### config.mk
export PLATFORM = sky130hd
export DESIGN_NAME = two_phase_lock_tracker
export DESIGN_NICKNAME = d
export VERILOG_FILES = /design/src/hw/rtl/tpl_pkg.sv /design/src/hw/rtl/two_phase_lock_tracker.sv /design/src/hw/rtl/tpl_slot_table.sv /design/src/hw/rtl/tpl_phase_ctrl.sv
export SDC_FILE = /design/constraint.sdc
export NUM_CORES = 1
export LEC_CHECK = 0
export ABC_AREA = 1
export ABC_CLOCK_PERIOD_IN_PS = 7100
export BUFFER_PORTS_ARGS = -buffer_cell sky130_fd_sc_hd__buf_2
export CAP_MARGIN = 10
export CORE_MARGIN = 4
export CORE_UTILIZATION = 40
export DETAILED_ROUTE_END_ITERATION = 8
export HOLD_SLACK_MARGIN = 0.03
export PLACE_DENSITY = 0.63
export SYNTH_ARGS = -nofsm -noshare
export SYNTH_HDL_FRONTEND = slang
export SYNTH_SLANG_ARGS = --single-unit
export TNS_END_PERCENT = 100
### constraint.sdc
create_clock -name clk_i -period 7.1 [get_ports clk_i]
set_input_delay 0.71 -clock clk_i [delete_from_list [all_inputs] [get_ports clk_i]]
set_output_delay 0.71 -clock clk_i [all_outputs]
set_load 0.02 [all_outputs]
### src/hw/rtl/tpl_pkg.sv
// Package for the two-phase lock tracker: function, phase and status codes,
// the default table size and the control structs passed between modules.
// No dependencies.
`timescale 1ns / 1ps

package tpl_pkg;

  localparam int unsigned LockSlotsDef = 16;

  localparam int unsigned FuncW   = 3;
  localparam int unsigned IdW     = 32;
  localparam int unsigned StatusW = 3;
  localparam int unsigned PhaseW  = 2;
  localparam int unsigned CountW  = 5;

  // Request functions.
  localparam logic [FuncW-1:0] FUNC_ACQUIRE = 3'd0;
  localparam logic [FuncW-1:0] FUNC_RELEASE = 3'd1;
  localparam logic [FuncW-1:0] FUNC_COMMIT  = 3'd2;
  localparam logic [FuncW-1:0] FUNC_ABORT   = 3'd3;
  localparam logic [FuncW-1:0] FUNC_SHRINK  = 3'd4;
  localparam logic [FuncW-1:0] FUNC_QUERY   = 3'd5;

  // Transaction phases.
  localparam logic [PhaseW-1:0] PH_GROWING   = 2'd0;
  localparam logic [PhaseW-1:0] PH_SHRINKING = 2'd1;
  localparam logic [PhaseW-1:0] PH_COMMITTED = 2'd2;
  localparam logic [PhaseW-1:0] PH_ABORTED   = 2'd3;

  // Result status codes.
  localparam logic [StatusW-1:0] ST_DONE        = 3'd0;
  localparam logic [StatusW-1:0] ST_WRONG_PHASE = 3'd1;
  localparam logic [StatusW-1:0] ST_NOT_HELD    = 3'd2;
  localparam logic [StatusW-1:0] ST_FULL        = 3'd3;
  localparam logic [StatusW-1:0] ST_COMMITTED   = 3'd4;

  // Update request from the phase controller to the slot table.
  typedef struct packed {
    logic alloc;
    logic free;
  } tbl_cmd_t;

  // Lookup results from the slot table to the phase controller.
  typedef struct packed {
    logic hit;
    logic full;
  } tbl_stat_t;

endpackage

### src/hw/rtl/two_phase_lock_tracker.sv
// A request accepted into the request register moves to the result register once that
// is empty or being emptied, and waits there until out_ready_i takes it.
// Throughput: one request per cycle while results are taken; each request is resolved
// in a single pass through the slot match and phase logic between the two registers.
// Reset (rst_ni low, asynchronous): phase growing, no ids held, both stages empty.
// Depends on tpl_pkg, tpl_slot_table and tpl_phase_ctrl.
`timescale 1ns / 1ps

module two_phase_lock_tracker #(
  parameter int unsigned LOCK_SLOTS = tpl_pkg::LockSlotsDef
) (
  input  logic                          clk_i,
  input  logic                          rst_ni,
  input  logic                          in_valid_i,
  output logic                          in_ready_o,
  input  logic [tpl_pkg::FuncW-1:0]     func_i,
  input  logic [tpl_pkg::IdW-1:0]       resource_id_i,
  output logic                          out_valid_o,
  input  logic                          out_ready_i,
  output logic                          ok_o,
  output logic [tpl_pkg::StatusW-1:0]   status_o,
  output logic [tpl_pkg::PhaseW-1:0]    phase_o,
  output logic [tpl_pkg::CountW-1:0]    lock_count_o
);
  import tpl_pkg::*;

  // Request register: holds one accepted transaction until it is resolved.
  logic              req_valid_q;
  logic [FuncW-1:0]  req_func_q;
  logic [IdW-1:0]    req_id_q;

  // Result register: holds one finished transaction until it is taken.
  logic               res_valid_q;
  logic               res_ok_q;
  logic [StatusW-1:0] res_status_q;
  logic [PhaseW-1:0]  res_phase_q;
  logic [CountW-1:0]  res_count_q;

  logic               fire;
  logic               in_fire;
  tbl_cmd_t           tbl_cmd;
  tbl_stat_t          tbl_stat;
  logic               ok;
  logic [StatusW-1:0] status;
  logic [PhaseW-1:0]  phase_next;
  logic [CountW-1:0]  count_next;

  // A held request is resolved when the result register is empty or is being
  // emptied in this cycle. The phase and the slot table update at that same
  // edge, so the next request already sees the new state.
  assign fire       = req_valid_q && (!res_valid_q || out_ready_i);
  assign in_ready_o = !req_valid_q || fire;
  assign in_fire    = in_valid_i && in_ready_o;

  always_ff @(posedge clk_i or negedge rst_ni) begin
    if (!rst_ni) begin
      req_valid_q <= 1'b0;
    end else if (in_ready_o) begin
      req_valid_q <= in_valid_i;
    end
  end

  always_ff @(posedge clk_i) begin
    if (in_fire) begin
      req_func_q <= func_i;
      req_id_q   <= resource_id_i;
    end
  end

  tpl_phase_ctrl u_phase_ctrl (
    .clk_i        (clk_i),
    .rst_ni       (rst_ni),
    .fire_i       (fire),
    .func_i       (req_func_q),
    .stat_i       (tbl_stat),
    .cmd_o        (tbl_cmd),
    .ok_o         (ok),
    .status_o     (status),
    .phase_next_o (phase_next)
  );

  tpl_slot_table #(
    .LOCK_SLOTS (LOCK_SLOTS)
  ) u_slot_table (
    .clk_i        (clk_i),
    .rst_ni       (rst_ni),
    .id_i         (req_id_q),
    .cmd_i        (tbl_cmd),
    .stat_o       (tbl_stat),
    .count_next_o (count_next)
  );

  // The result carries the phase and lock count as they stand after the step.
  always_ff @(posedge clk_i or negedge rst_ni) begin
    if (!rst_ni) begin
      res_valid_q <= 1'b0;
    end else if (fire) begin
      res_valid_q <= 1'b1;
    end else if (out_ready_i) begin
      res_valid_q <= 1'b0;
    end
  end

  always_ff @(posedge clk_i) begin
    if (fire) begin
      res_ok_q     <= ok;
      res_status_q <= status;
      res_phase_q  <= phase_next;
      res_count_q  <= count_next;
    end
  end

  assign out_valid_o  = res_valid_q;
  assign ok_o         = res_ok_q;
  assign status_o     = res_status_q;
  assign phase_o      = res_phase_q;
  assign lock_count_o = res_count_q;

endmodule

### src/hw/rtl/tpl_slot_table.sv
// Slot table of the two-phase lock tracker: held ids, valid bits, fill count,
// parallel id match and lowest-free-slot pick. Depends on tpl_pkg.
`timescale 1ns / 1ps

module tpl_slot_table #(
  parameter int unsigned LOCK_SLOTS = tpl_pkg::LockSlotsDef
) (
  input  logic                          clk_i,
  input  logic                          rst_ni,
  input  logic [tpl_pkg::IdW-1:0]       id_i,
  input  tpl_pkg::tbl_cmd_t             cmd_i,
  output tpl_pkg::tbl_stat_t            stat_o,
  output logic [tpl_pkg::CountW-1:0]    count_next_o
);
  import tpl_pkg::*;

  localparam int unsigned CntW = $clog2(LOCK_SLOTS + 1);

  logic [LOCK_SLOTS-1:0] valid_q, valid_d;
  logic [IdW-1:0]        res_q [LOCK_SLOTS];
  logic [CntW-1:0]       cnt_q, cnt_d;
  logic [LOCK_SLOTS-1:0] hit_vec;
  logic [LOCK_SLOTS-1:0] free_oh;
  logic [CntW+CountW-1:0] cnt_wide;

  always_comb begin
    for (int i = 0; i < LOCK_SLOTS; i++) begin
      hit_vec[i] = valid_q[i] && (res_q[i] == id_i);
    end
  end

  // The lowest clear bit of the valid vector marks the slot to fill.
  assign free_oh = ~valid_q & (valid_q + LOCK_SLOTS'(1));

  assign stat_o.hit  = |hit_vec;
  assign stat_o.full = &valid_q;

  always_comb begin
    valid_d = valid_q;
    cnt_d   = cnt_q;
    if (cmd_i.alloc) begin
      valid_d = valid_q | free_oh;
      cnt_d   = cnt_q + CntW'(1);
    end else if (cmd_i.free) begin
      valid_d = valid_q & ~hit_vec;
      cnt_d   = cnt_q - CntW'(1);
    end
  end

  // The reported count wraps to its five bits for large tables.
  assign cnt_wide     = (CntW + CountW)'(cnt_d);
  assign count_next_o = cnt_wide[CountW-1:0];

  always_ff @(posedge clk_i or negedge rst_ni) begin
    if (!rst_ni) begin
      valid_q <= '0;
      cnt_q   <= '0;
    end else begin
      valid_q <= valid_d;
      cnt_q   <= cnt_d;
    end
  end

  always_ff @(posedge clk_i) begin
    for (int i = 0; i < LOCK_SLOTS; i++) begin
      if (cmd_i.alloc && free_oh[i]) begin
        res_q[i] <= id_i;
      end
    end
  end

endmodule

### src/hw/rtl/tpl_phase_ctrl.sv
// Phase controller of the two-phase lock tracker: holds the transaction
// phase and decides each request's outcome and table update. Depends on tpl_pkg.
`timescale 1ns / 1ps

module tpl_phase_ctrl (
  input  logic                          clk_i,
  input  logic                          rst_ni,
  input  logic                          fire_i,
  input  logic [tpl_pkg::FuncW-1:0]     func_i,
  input  tpl_pkg::tbl_stat_t            stat_i,
  output tpl_pkg::tbl_cmd_t             cmd_o,
  output logic                          ok_o,
  output logic [tpl_pkg::StatusW-1:0]   status_o,
  output logic [tpl_pkg::PhaseW-1:0]    phase_next_o
);
  import tpl_pkg::*;

  logic [PhaseW-1:0] phase_q, phase_d;
  logic              alloc, free;

  always_comb begin
    phase_d  = phase_q;
    ok_o     = 1'b0;
    status_o = ST_DONE;
    alloc    = 1'b0;
    free     = 1'b0;
    case (func_i)
      FUNC_ACQUIRE: begin
        if (phase_q != PH_GROWING) begin
          status_o = ST_WRONG_PHASE;
        end else if (stat_i.hit) begin
          ok_o = 1'b1;
        end else if (stat_i.full) begin
          status_o = ST_FULL;
        end else begin
          alloc = 1'b1;
          ok_o  = 1'b1;
        end
      end
      FUNC_RELEASE: begin
        if (!stat_i.hit) begin
          status_o = ST_NOT_HELD;
        end else begin
          if (phase_q == PH_GROWING) begin
            phase_d = PH_SHRINKING;
          end
          free = 1'b1;
          ok_o = 1'b1;
        end
      end
      FUNC_COMMIT: begin
        if (phase_q inside {PH_GROWING, PH_SHRINKING}) begin
          phase_d = PH_COMMITTED;
          ok_o    = 1'b1;
        end else if (phase_q == PH_COMMITTED) begin
          status_o = ST_COMMITTED;
        end else begin
          status_o = ST_WRONG_PHASE;
        end
      end
      FUNC_ABORT: begin
        if (phase_q == PH_COMMITTED) begin
          status_o = ST_COMMITTED;
        end else begin
          phase_d = PH_ABORTED;
          ok_o    = 1'b1;
        end
      end
      FUNC_SHRINK: begin
        if (phase_q == PH_GROWING) begin
          phase_d = PH_SHRINKING;
          ok_o    = 1'b1;
        end else begin
          status_o = ST_WRONG_PHASE;
        end
      end
      FUNC_QUERY: begin
        if (stat_i.hit) begin
          ok_o = 1'b1;
        end else begin
          status_o = ST_NOT_HELD;
        end
      end
      default: begin
        // Unused function codes leave everything unchanged.
      end
    endcase
  end

  assign cmd_o.alloc  = fire_i && alloc;
  assign cmd_o.free   = fire_i && free;
  assign phase_next_o = phase_d;

  always_ff @(posedge clk_i or negedge rst_ni) begin
    if (!rst_ni) begin
      phase_q <= PH_GROWING;
    end else if (fire_i) begin
      phase_q <= phase_d;
    end
  end

endmodule

* Word level (Yosys, flattened, before mapping) *
Memory sizes are Yosys's and may differ from the RTL's.
Cells that the tools add are included.

storage, ports and cells
  output and inout bits = 13
  word-level logic and storage cells = 216
  memory bits (writable) = 512
  memories kept = 1
  input bits = 39
  register bits = 71

operators by class
  multiplexer cells = 109
  eq/ne operators = 23
  bitwise operators = 5
  reduce and logical (&&, ||, !) cells = 64
  add/sub/neg operators = 3

memories
  name                depth  bits a word  rd ports  clocked after Yosys merged registers in  write ports  line                  text
  u_slot_table.res_q  16     32           16        0                                        1            tpl_slot_table.sv:20  logic [IdW-1:0] res_q [LOCK_SLOTS];

operators by type and width
  cell                   number
  $eq 32x32->1           16
  $mux 32                15
  $reduce_or 32->1       15
  $mux 1                 61
  $mux 4                 15
  $logic_and 1x1->1      36
  $and 16x16->16         2
  $mux 16                2
  $not 16->16            2
  $add 16x1->16 const B  1
  $or 16x16->16          1
  $reduce_and 16->1      1
  $reduce_or 16->1       1
  $mux 3                 5
  $pmux 3 s5             1
  $mux 2                 6
  $mux 5                 2
  $pmux 2 s4             1
  $reduce_bool 2->1      4
  $eq 3x2->1 const B     2
  $eq 3x3->1 const B     2
  $add 5x1->5 const B    1
  $pmux 1 s5             1
  $sub 5x1->5 const B    1
  other kinds (8)        10

* Longest topological paths before layout *
Gate-level depths: netlist of the first run.
An unclocked memory read counts as a cell.

  depth in word-level cells = 27
  gate-level depth with buffers = 21
  gate-level depth less buffers = 18

* By module *
A second synthesis of the first run with hierarchy kept.

second synthesis, totals
  cells, all modules = 2026
  area total of the unflattened synthesis = 25834.8 sq um

by module, submodules not included
  module                  sequential area each (sq um)  cells an instance  instances  area each (sq um)
  tpl_slot_table          15900.2                       1915               1          24084.3
  two_phase_lock_tracker  1431.4                        58                 1          1476.4
  tpl_phase_ctrl          50.0                          53                 1          274.0

* Worst setup path after synthesis of the first run *
No wires, ideal clock.

  kind = register to register
  start = register req_id_q[6]
  end = memory u_slot_table.res_q[3][4] (netlist: u_slot_table.res_q[0][100]) (enable)
  setup time = 502 ps
  period minus slack after synthesis = 5626 ps
  data required time = 6598 ps
  arrival time = 5125 ps
  cell stages (with the launch flop) = 17
  path slack = 1474 ps
  path buffers = 3
  path through = edfxtp_1 > buf_2 > inv_2 > buf_2 > or2_0 > nand4_1 > nor2_1 > nand2_1 > nor2_1 > nand3_1 > nand2_1 > nor2_1 > nand2_1 > nor2_4 > nand2_4 > buf_4 > nor4_1

on the way
  cells in the longest elaborated chain, start to end = 26
  elaborated cells between the ends (all ways) = 130
  classes of those cells = 16 x eq/ne; 65 x mux; 49 x reduce/logical

ends and longest elaborated chain
  item                                                      line                          text
  from (decl)                                               two_phase_lock_tracker.sv:30  logic [IdW-1:0] req_id_q;
  from (signal assigned)                                    two_phase_lock_tracker.sv:66  req_id_q <= resource_id_i;
  $eq 32x32->1                                              tpl_slot_table.sv:28          hit_vec[i] = valid_q[i] && (res_q[i] == id_i);
  $logic_and 1x1->1                                         tpl_slot_table.sv:28
  $reduce_or 16->1 *                                        tpl_slot_table.sv:35          assign stat_o.hit = |hit_vec;
  $mux 1 *                                                  tpl_phase_ctrl.sv:31          end else if (stat_i.hit) begin
  $mux 1 *                                                  tpl_phase_ctrl.sv:29          if (phase_q != PH_GROWING) begin
  $mux 1 *                                                  tpl_phase_ctrl.sv:27          case (func_i)
  $logic_and 1x1->1 *                                       tpl_phase_ctrl.sv:90          assign cmd_o.alloc = fire_i && alloc;
  $logic_and 1x1->1                                         tpl_slot_table.sv:66          if (cmd_i.alloc && free_oh[i]) begin
  $mux 1                                                    tpl_slot_table.sv:66
  $mux 1 (implied by the code)                              tpl_slot_table.sv:67          res_q[i] <= id_i;
  $reduce_or 32->1 (no line)                                n/a
  $mux 4 (no line) or $mux 1 (tied branches) (15 in a row)  n/a
  to (decl)                                                 tpl_slot_table.sv:20

Every way passes the cells marked *; elsewhere a longest branch is shown, timed or not.

* Worst setup path in the final report of the first run *
  start = register req_id_q[6]
  end = memory u_slot_table.res_q[2][8] (netlist: u_slot_table.res_q[0][72]) (enable)

Same word-level chain as after synthesis.

==> metrics.yaml, run 1 <==
routing:
  drt_pass1_iterations: 5
  vias_per_cell: 4.70
  routedWlPerCell_um: 18.2
  antenna_left: 0
  drt-initial-drc-count: 1055
  num_vias: 14800
  routed_wl_um: 57400
  drc: 0
synthesis:
  ys.flop_type: "edfxtp_1"
  synthArstFlopShare_pct: 4.29
  ys_seq_area_share_pct: 66.7
  synth_edf_count: 558
  ys_types: 38
  syn_area_per_cell_um2: 12.1
  ys_warn_count: 0
  ys_ff_latch: 583
  synth_nets: 2199
  netlist_instances: 2158
  netlist_area_um2: 26100
floorplanning:
  boundaryPins: 52
  fp.dieH_um: 263
  core-area_um2: 64500
  die_w_um: 263
  row_count: 93
  start_util_pct: 40.4
  dieArea_um2: 69300
timing:
  fin_crit_ns: 4.60
  setup_slack_ns: 2.50
  relSlewSlack_pct: 22.5
  setup_viol: 0
  finalHoldViolations: 0
  setup_tns_ns: 0
  grt_setup_unrepaired: "false"
  skew_ns: 0.0215
  fmax_mhz: 217
  finalMaxSlewViolations: 0
  tightest_slew_ns: 1.16
  finalCritPeriodShare_pct: 64.8
clock_tree:
  hold_buffers: 0
  root_buffer: "clkbuf_16"
  clock-sinks: 583
  post-cts-setup-buffer-count: 0
  htreeDepth: 3
  cts-root-to-sink-buffers: 3
  cts_made_buffers: 66
  cts_resized: 0
  cts_tree: "done"
  clk_latency_ns: 0.60
  cts.clk_slew.worst_paths_ns: 0.06
cells_and_area:
  fin_area_um2: 29300
  drive_gt1_share_pct: 9.57
  multi_input_area_um2: 7700
  diodes: 0
  instances_no_fill: 3154
  area_delta_synth_final_pct: 12.4
  nets: 2295
  regArea_um2: 17400
  fillers: 5800
run:
  cap_violations: 0
global_routing:
  grt_antenna_before_repair: 0
  track_usage_pct: 16.5
  grt_first_pass_wirelength_um: 88100
  grt-ovfl-total: 0
  grt_pass1_vias: 14700
  grt_max_degree: 36
worst_setup_path:
  critPathKind: "flip-flop to flip-flop"
  start_kind: "flip-flop"
  end_kind: "flip-flop"
  max_stage_delay_ns: 0.88
  crit_fanout: 35
  crit_buf_inv: 2
  cp_cell_sequence: "inv_2 -> or2_2 -> nand4_1 -> nor2_1 -> nand2_1 -> nor2_1 -> nand3_1 -> nand2_1 -> nor2_1 -> nand2_1 -> nor2_4 -> nand2_4 -> inv_2 -> nand3_1 -> nor2_4"
  cp_slowest_cell: "nor2_4"
  worstPathRequired_ns: 7.31
  crit_family: "simple AND/OR/NAND/NOR gates"
  arrival_ns: 4.81
place:
  place.gp.congestion: 0.878
  place_area_um2: 27300
  io_buffers: 51
  dpl.hpwl_um: 36100
  post-place-ws_ns: 2.52
  dp_cells: 3041
min_path:
  hp-class: "input port to asynchronous set/reset pin"
power:
  pwr-share-clk_pct: 42.2
  power_density_nw_per_um2: 256
  switching_share_pct: 22.1
  pwr-share-comb_pct: 6.5
  internal_power_mw: 5.83
  power.leakage_nw: 10.2
  power_frac_seq_pct: 51.3
  vdd_drop_max_v: 0.000133
  switching_power_mw: 1.66
run_status:
  outcome: "finished clean"
power by group through the flow:
stage | sequential (mW) | clock (mW) | combinational, mW
3_3_place_gp | 3.92 | 0 | 0.477
2_1_floorplan | 3.94 | 0 | 0.341
4_1_cts | 3.85 | 3.25 | 0.494
3_5_place_dp | 3.92 | 0 | 0.493
6_report | 3.85 | 3.16 | 0.484
5_1_grt | 3.85 | 3.41 | 0.543
cell type report:
type	count	area share [%]
Clock buffer	85	6.10
Inverter	139	1.78
Tap cell	855	3.65
Timing Repair Buffer	100	2.20
Multi-Input combinational cell	1364	26.3
Sequential cell	583	59.3
Clock inverter	28	0.654
flip-flops by register name (all words and copies together), names as in the netlist:
signal / count
lock_count_o: 5
u_phase_ctrl.phase_q: 2
req_func_q: 3
u_slot_table.cnt_q: 5
out_valid_o: 1
req_valid_q: 1
ok_o: 1
req_id_q: 32
status_o: 3
u_slot_table.res_q: 512
phase_o: 2
u_slot_table.valid_q: 16
metrics by stage:
stage | hold slack [ns] | util [%] | power [mW]
2_1_floorplan | 0.414 | - | 4.28
3_3_place_gp | 0.508 | 42.3 | 4.40
6_report | 0.156 | 45.4 | 7.49
5_1_grt | 0.199 | 45.4 | 7.80
3_5_place_dp | 0.537 | 42.4 | 4.41
4_1_cts | 0.144 | 45.4 | 7.59
cell families after synthesis:
group | share of synthesized area, %
XOR/XNOR | 14.7
flip-flops | 66.7
adder cells (fa/ha/maj) | 0.0960
AND/OR/NAND/NOR | 13.8
AO/OA/AOI/OAI | 0.605
buffers and inverters | 4.16
cell usage in the layout (no fill, tap or decap), types with 8 or more instances in the layout:
cell	count
clkbuf_1	16
edfxtp_1	558
inv_1	131
nor2_4	9
buf_2	51
clkinv_2	8
dfrtp_1	25
buf_4	48
nor2_1	193
clkbuf_16	69
xnor2_1	432
clkinv_1	15
nand3_1	37
nand4_1	24
nor3_2	11
nand2_1	604
routing by layer:
layer	up-vias	global-route usage, %	wire (µm)
met4	0	5.18	1410
met3	86	3.75	3530
met2	317	26.6	26700
met5	-	0	0
met1	7165	22.4	25800
li1	7246	-	-
Yosys cell counts, types with 11 or more instances:
cell type / number / share of area, %
nand3_1: 37 / 0.71
xnor2_1: 432 / 15
buf_6: 14 / 0.60
edfxtp_1: 558 / 64
nor3_1: 12 / 0.23
dfrtp_1: 25 / 2.4
buf_2: 11 / 0.21
inv_1: 132 / 1.9
buf_4: 46 / 1.3
nand2_1: 604 / 8.7
nand4_1: 24 / 0.58
nor2_1: 198 / 2.9
path summary, 6_finish.rpt:
check | slack [ns] | startpoint | depth (start not counted) | end
max | 2.50 | req_id_q[6] | 15 | u_slot_table.res_q[0][72]
min | 0.16 | rst_ni | 1 | u_slot_table.cnt_q[4]
max reg2reg | 2.50 | req_id_q[6] | 15 | u_slot_table.res_q[0][72]
min reg2reg | 0.54 | out_valid_o | 2 | out_valid_o
max in group asynchronous | 6.49 | rst_ni | 1 | u_slot_table.cnt_q[1]
min in group clk_i | 0.29 | func_i[2] | 1 | req_func_q[2]
No activity file was read; power rests on OpenSTA's default activity.
==> run 2, diff against run 1 <==
ABC_CLOCK_PERIOD_IN_PS = 4800   (was 7100)
clock period = 4.8 ns   (was 7.1 ns; I/O delays follow)
==> run 2 against run 1 <==
Against the previous run: design area grew 1.9%; critical endpoint is now u_slot_table.res_q[0][171]; highest routed layer unchanged; total power is 51% higher; sequential power is 48% higher; non-clock buffer count is 46 higher; final cell count up 1.7%.
==> metrics.yaml, run 2 (same netlist as run 1, synthesis figures left out) <==
run_status:
  outcome: "finished clean"
routing:
  drt-initial-drc-count: 1026  # -2.7%
  drt_pass1_iterations: 5  # unchanged
  antenna_left: 0  # unchanged
  routed_wl_um: 56000  # -2.5%
  drc: 0  # unchanged
  routedWlPerCell_um: 17.4  # -4.1%
  vias_per_cell: 4.70  # +0.16%
  num_vias: 15100  # +1.9%
global_routing:
  grt-ovfl-total: 0  # unchanged
  track_usage_pct: 16.0  # -0.51 points
  grt_first_pass_wirelength_um: 86300  # -2.1%
  grt_pass1_vias: 15000  # +2.4%
  grt_antenna_before_repair: 2  # +2
  grt_max_degree: 36  # unchanged
worst_setup_path:
  critPathKind: "flip-flop to flip-flop"
  crit_buf_inv: 3  # +1
  worstPathRequired_ns: 5.04  # -2.27 ns
  path_common_cell: "nand2_1"
  cp_cell_sequence: "buf_4 -> xnor2_1 -> nand2_1 -> nor2_1 -> nand2_1 -> nor2_1 -> nand3_1 -> nand2_1 -> nor2_1 -> nand2_1 -> nor2_4 -> nand2_4 -> inv_2 -> nand3_1 -> nor2_4 -> buf_4"
  reg2regPathDepth: 16  # +1
  regToRegSetupSlack_ns: 0.90  # -1.59 ns
  cp_num_cells: 16  # +1
  arrival_ns: 4.14  # -0.67 ns
  crit_fanout: 32  # -8.6%
  cp_slowest_cell: "edfxtp_1"
  max_stage_delay_ns: 1.00  # +0.12 ns
  r2r_start: "req_id_q[26]"
  start_kind: "flip-flop"
  crit_family: "simple AND/OR/NAND/NOR gates"
  regToRegEndpoint: "u_slot_table.res_q[0][171]"
  end_kind: "flip-flop"
cells_and_area:
  fillers: 5772  # -0.48%
  area_delta_synth_final_pct: 14.5
  top_regs: "u_slot_table.res_q (512), req_id_q (32), u_slot_table.valid_q (16)"
  nets: 2341  # +2.0%
  multi_input_area_um2: 7710  # +0.11%
  final_common_cell: "nand2_1"
  drive_gt1_share_pct: 11.1  # +1.6 points
  layout_common_cells: "604 x nand2_1, 558 x edfxtp_1, 432 x xnor2_1, 193 x nor2_1, 131 x inv_1"
  diodes: 0  # unchanged
  regArea_um2: 17400  # unchanged
  largest_register: "u_slot_table.res_q"
  largest_reg_flops: 512  # unchanged
min_path:
  hold-path-cell-count: 1
  whs_endpoint: "req_id_q[27]"
  hp-class: "input port to flip-flop"
  min_from: "resource_id_i[27]"
clock_tree:
  clock-sinks: 583  # unchanged
  cts.clk_slew.worst_paths_ns: 0.06  # about the same
  cts_tree: "done"
  post-cts-setup-buffer-count: 0  # unchanged
  clk_latency_ns: 0.60  # about the same
  cts-root-to-sink-buffers: 3  # unchanged
  root_buffer: "clkbuf_16"
  cts_made_buffers: 66  # unchanged
  htreeDepth: 3  # unchanged
place:
  io_buffers: 51  # unchanged
  dpl.hpwl_um: 35500  # -1.7%
  place.gp.congestion: 0.862  # -1.8%
  post-place-ws_ns: 0.882  # -1.64 ns
timing:
  fin_crit_ns: 3.90  # -0.705 ns
  finalHoldViolations: 0  # unchanged
  fmax_mhz: 257  # +18%
  setup_viol: 0  # unchanged
  finalCritPeriodShare_pct: 81.2  # +16 points
  tightest_slew_ns: 1.10  # -0.0586 ns
  setup_slack_ns: 0.904  # -1.59 ns
  finalMaxSlewViolations: 0  # unchanged
  relSlewSlack_pct: 26.6  # +4.1 points
  setup_tns_ns: 0  # unchanged
  grt_setup_unrepaired: "false"
  finalHoldWorstSlack_ns: 0.0649  # -0.0916 ns
  skew_ns: 0.0201  # -0.00135 ns
floorplanning:
  die_w_um: 263  # unchanged
  boundaryPins: 52  # unchanged
  row_count: 93  # unchanged
  fp.dieH_um: 263  # unchanged
  dieArea_um2: 69300  # unchanged
  start_util_pct: 40.4  # unchanged
  core-area_um2: 64500  # unchanged
power:
  power.leakage_nw: 10.5  # +2.7%
  vdd_drop_max_v: 0.000202  # +52%
  power_density_nw_per_um2: 380  # +48%
run:
  cap_violations: 0  # unchanged
==> run 2: how the worst max path moves through the flow <==
stage | start | endpoint | slack [ns]
floorplan | req_id_q[6] | u_slot_table.res_q[0][224] | 0.07
global placement | req_id_q[26] | u_slot_table.res_q[0][170] | 0.97
detailed placement | req_id_q[26] | u_slot_table.res_q[0][189] | 0.88
CTS | req_id_q[26] | u_slot_table.res_q[0][171] | 0.89
global route | req_id_q[25] | u_slot_table.res_q[0][184] | 0.55
finish | req_id_q[26] | u_slot_table.res_q[0][171] | 0.90
==> run 2: timing repair <==
| item | CTS | global route |
|---|---|---|
| endpoints found under the hold margin | 46 | 0 |
| gates resized for setup | 0 | 0 |
| hold buffers | 22 | 0 |
==> run 2: layout make-up <==
class / count / area share [%]
Clock buffer: 80 / 5.89
Clock inverter: 41 / 1.20
Inverter: 139 / 1.75
Multi-Input combinational cell: 1364 / 25.8
Sequential cell: 583 / 58.2
Tap cell: 855 / 3.58
Timing Repair Buffer: 146 / 3.51
==> run 2: layer usage <==
metal,vias to the layer above,GRT usage [%],wire [µm]
li1,7350,-,-
met1,7307,21.1,24800
met2,335,26.5,26600
met3,99,3.13,2720
met4,0,5.74,1800
met5,-,0,0
==> run 2: stage by stage <==
stage	cells	power, mW	util (%)	cell area [µm²]
after CTS	3208	11.5	46.3	29800
after floorplan	2158	6.33	-	26100
after detailed placement	3065	6.53	42.7	27500
final	3208	11.3	46.3	29800
after global routing	3208	11.8	46.3	29800
after global placement	3065	6.51	42.7	27500
==> run 2: report_power, final <==
part	switching (mW)	leakage, nW	internal, mW
registers	0.0639	5.36	5.65
clock network	2.05	1.03	2.86
logic	0.441	4.07	0.277
==> run 3, diff against run 2 <==
ABC_AREA = 0   (was 1)
ABC_CLOCK_PERIOD_IN_PS = 3200   (was 4800)
PLACE_DENSITY = 0.65   (was 0.63)
clock period = 3.2 ns   (was 4.8 ns; I/O delays follow)
==> run 3 against run 2 <==
Against the previous run: the run now ends with setup timing left; final cell count decreased by 16%; combinational power increased by 71%; critical path depth unchanged; total power increased by 42%; worst setup slack got worse by 1.1 ns; via count decreased by 7.7%; largest cell class unchanged.
==> metrics.yaml, run 3 <==
cells_and_area:
  top_regs: "u_slot_table.res_q (512), req_id_q (32), u_slot_table.valid_q (16)"
  fillers: 4823  # -16%
  nets: 1914  # -18%
  fin_area_um2: 31400  # +5.2%
  layout_common_cells: "558 x edfxtp_1, 411 x xnor2_1, 177 x buf_4, 115 x nand4_1, 94 x xor2_1"
  regArea_um2: 17400  # unchanged
  largest_reg_flops: 512  # unchanged
  diodes: 0  # unchanged
  multi_input_area_um2: 7010  # -9.1%
  drive_gt1_share_pct: 25.8  # +15 points
  postLayoutCoreUtil_pct: 51.8  # +5.5 points
  final_common_cell: "edfxtp_1"
  instances_no_fill: 2700  # -16%
  area_delta_synth_final_pct: 27.6
  largest_register: "u_slot_table.res_q"
routing:
  routed_wl_um: 63500  # +14%
  drc: 0  # unchanged
  antenna_left: 0  # unchanged
  vias_per_cell: 5.16  # +9.6%
  drt-initial-drc-count: 1394  # +36%
  routedWlPerCell_um: 23.5  # +35%
  drt_pass1_iterations: 5  # unchanged
  num_vias: 13900  # -7.7%
floorplanning:
  dieArea_um2: 65500  # -5.5%
  core-area_um2: 60600  # -6.0%
  die_w_um: 256  # -2.8%
  start_util_pct: 40.6  # +0.17 points
  row_count: 90  # -3.2%
  fp.dieH_um: 256  # -2.8%
  boundaryPins: 52  # unchanged
global_routing:
  grt_pass1_vias: 14500  # -3.3%
  grt_antenna_before_repair: 0  # -2
  met3_usage_pct: 3.88  # +0.75 points
  busiest_layer: "met2"
  grt-ovfl-total: 0  # unchanged
  grt_max_degree: 33  # -8.3%
  use_met1_pct: 25.6  # +4.5 points
  gr-usage-met2_pct: 31.3  # +4.9 points
  track_usage_pct: 19.3  # +3.3 points
  grt_first_pass_wirelength_um: 94800  # +9.9%
synthesis:
  ys_ff_latch: 583  # unchanged
  yosys.area_share.simple_pct: 6.40  # -7.3 points
  synth_xor_area_share_pct: 18.4  # +3.7 points
  synthArstFlopShare_pct: 4.29  # unchanged
  ys_seq_area_share_pct: 70.6  # +4.0 points
  ys.flop_type: "edfxtp_1"
  synth_compound_area_share_pct: 1.21  # +0.61 points
  synth.mux.area_fraction_pct: 0  # unchanged
  netlist_area_um2: 24600  # -5.6%
  ys_types: 53  # +39%
  synth_most_common_cell: "edfxtp_1"
  ys_top_cells_by_count: "558 x edfxtp_1, 417 x xnor2_1, 115 x nand4_1"
  synth_edf_count: 558  # unchanged
  synth_top_family_by_area: "XOR/XNOR gates"
  synth_top_cells_by_area: "edfxtp_1 68%, xnor2_1 15%, xor2_1 3.5%, nand4_1 2.9%, dfrtp_1 2.5%"
  synth_nets: 1537  # -30%
  syn_area_per_cell_um2: 16.4  # +36%
  synthAdderAreaFrac_pct: 0.102  # +0.0057 points
  ys_warn_count: 0  # unchanged
  netlist_instances: 1496  # -31%
  synth_top_cell_area_share_pct: 68.1  # +3.8 points
  synth_top_area_cell: "edfxtp_1"
run_status:
  outcome: "finished with violations"
  violations: "setup timing"
clock_tree:
  htreeDepth: 2  # -1
  clock-sinks: 583  # unchanged
  root_buffer: "clkbuf_16"
  cts_made_buffers: 60  # -9.1%
  cts_tree: "done"
  clk_latency_ns: 0.63  # +0.03 ns
  cts.clk_slew.worst_paths_ns: 0.06  # about the same
  cts-root-to-sink-buffers: 3  # unchanged
timing:
  finalHoldWorstSlack_ns: 0.281  # +0.216 ns
  fmax_mhz: 294  # +14%
  setup_viol: 318  # +318
  finalCritPeriodShare_pct: 106  # +25 points
  setup_tns_ns: -28.78  # -28.78 ns
  grt_setup_unrepaired: "true"
  tightest_slew_ns: 0.652  # -0.448 ns
  finalMaxSlewViolations: 0  # unchanged
  skew_ns: 0.0260  # +0.00589 ns
  relSlewSlack_pct: 56.5  # +30 points
  finalHoldViolations: 0  # unchanged
  fin_crit_ns: 3.40  # -0.492 ns
  setup_slack_ns: -0.204  # -1.11 ns
place:
  dpl.hpwl_um: 38900  # +9.5%
  post-place-ws_ns: -0.524  # -1.41 ns
  place_area_um2: 27700  # +0.72%
  dp_cells: 2481  # -19%
  io_buffers: 51  # unchanged
  place.gp.congestion: 0.879  # +1.9%
power:
  power_density_nw_per_um2: 513  # +35%
  vdd_drop_max_v: 0.000401  # +99%
  power.leakage_nw: 10.3  # -1.2%
  power_mw: 16.1  # +42%
min_path:
  hp-class: "input port to asynchronous set/reset pin"
worst_setup_path:
  cp_cell_sequence: "buf_6 -> buf_4 -> xnor2_1 -> buf_4 -> nand4_1 -> nor4_4 -> nand2_1 -> o2111ai_2 -> nor4_4 -> nand2_2 -> or3_4 -> buf_8 -> nor3_4 -> buf_12 -> buf_6 -> buf_12"
  arrival_ns: 3.72  # -0.42 ns
  cp_slowest_cell: "edfxtp_1"
  end_kind: "flip-flop"
  crit_fanout: 8  # -75%
  start_kind: "flip-flop"
  crit_family: "simple AND/OR/NAND/NOR gates"
  critPathKind: "flip-flop to flip-flop"
  crit_buf_inv: 7  # +4
  regToRegSetupSlack_ns: -0.20  # -1.11 ns
  worstPathRequired_ns: 3.52  # -1.52 ns
  max_stage_delay_ns: 0.49  # -0.51 ns
run:
  cap_violations: 0  # unchanged
## run 3: per-layer routing
| layer | vias up | share of wire [%] |
|---|---|---|
| met5 | - | 0 |
| met4 | 0 | 4.1 |
| li1 | 6261 | - |
| met1 | 7076 | 42 |
| met2 | 455 | 47 |
| met3 | 130 | 6.4 |
## run 3: cell type report
type	count	share of cell area, %
well taps	782	3.12
flip-flops and latches	583	55.4
inverters	17	0.203
clock buffers	84	5.20
multi-input cells	827	22.3
repair buffers	384	13.3
clock inverters	23	0.427
## run 3: logic make-up after synthesis
kind of cell             Yosys count
AND/OR/NAND/NOR                  268
XOR/XNOR                         516
AO/OA/AOI/OAI                     39
buffers and inverters             88
flip-flops                       583
adder cells (fa/ha/maj)            2
## run 3: report_power, final
group	internal (mW)	total, mW	switching (mW)
sequential	8.43	8.46	0.0326
combinational	0.552	1.23	0.676
clock	3.60	6.42	2.82
## run 3: final timing paths
path	startpoint	end	cells past startpoint
worst max-delay path	req_id_q[8]	u_slot_table.res_q[1][216]	16
worst min-delay path	rst_ni	u_phase_ctrl.phase_q[0]	2
worst max register to register	req_id_q[8]	u_slot_table.res_q[1][216]	16
worst min register to register	u_slot_table.cnt_q[4]	u_slot_table.cnt_q[4]	1
max in group asynchronous	rst_ni	u_slot_table.valid_q[13]	2
min in group clk_i	resource_id_i[26]	req_id_q[26]	2
## run 3: repair_timing
action / 4_1_cts / 5_1_grt
hold endpoints to repair: 62 / 0
gates resized for setup: 97 / 14
pin swaps: 21 / 9
buffers inserted: 57 / 4
cloned: 14 / 1
hold buffers: 39 / 0
endpoints found under the setup margin: 543 / 435
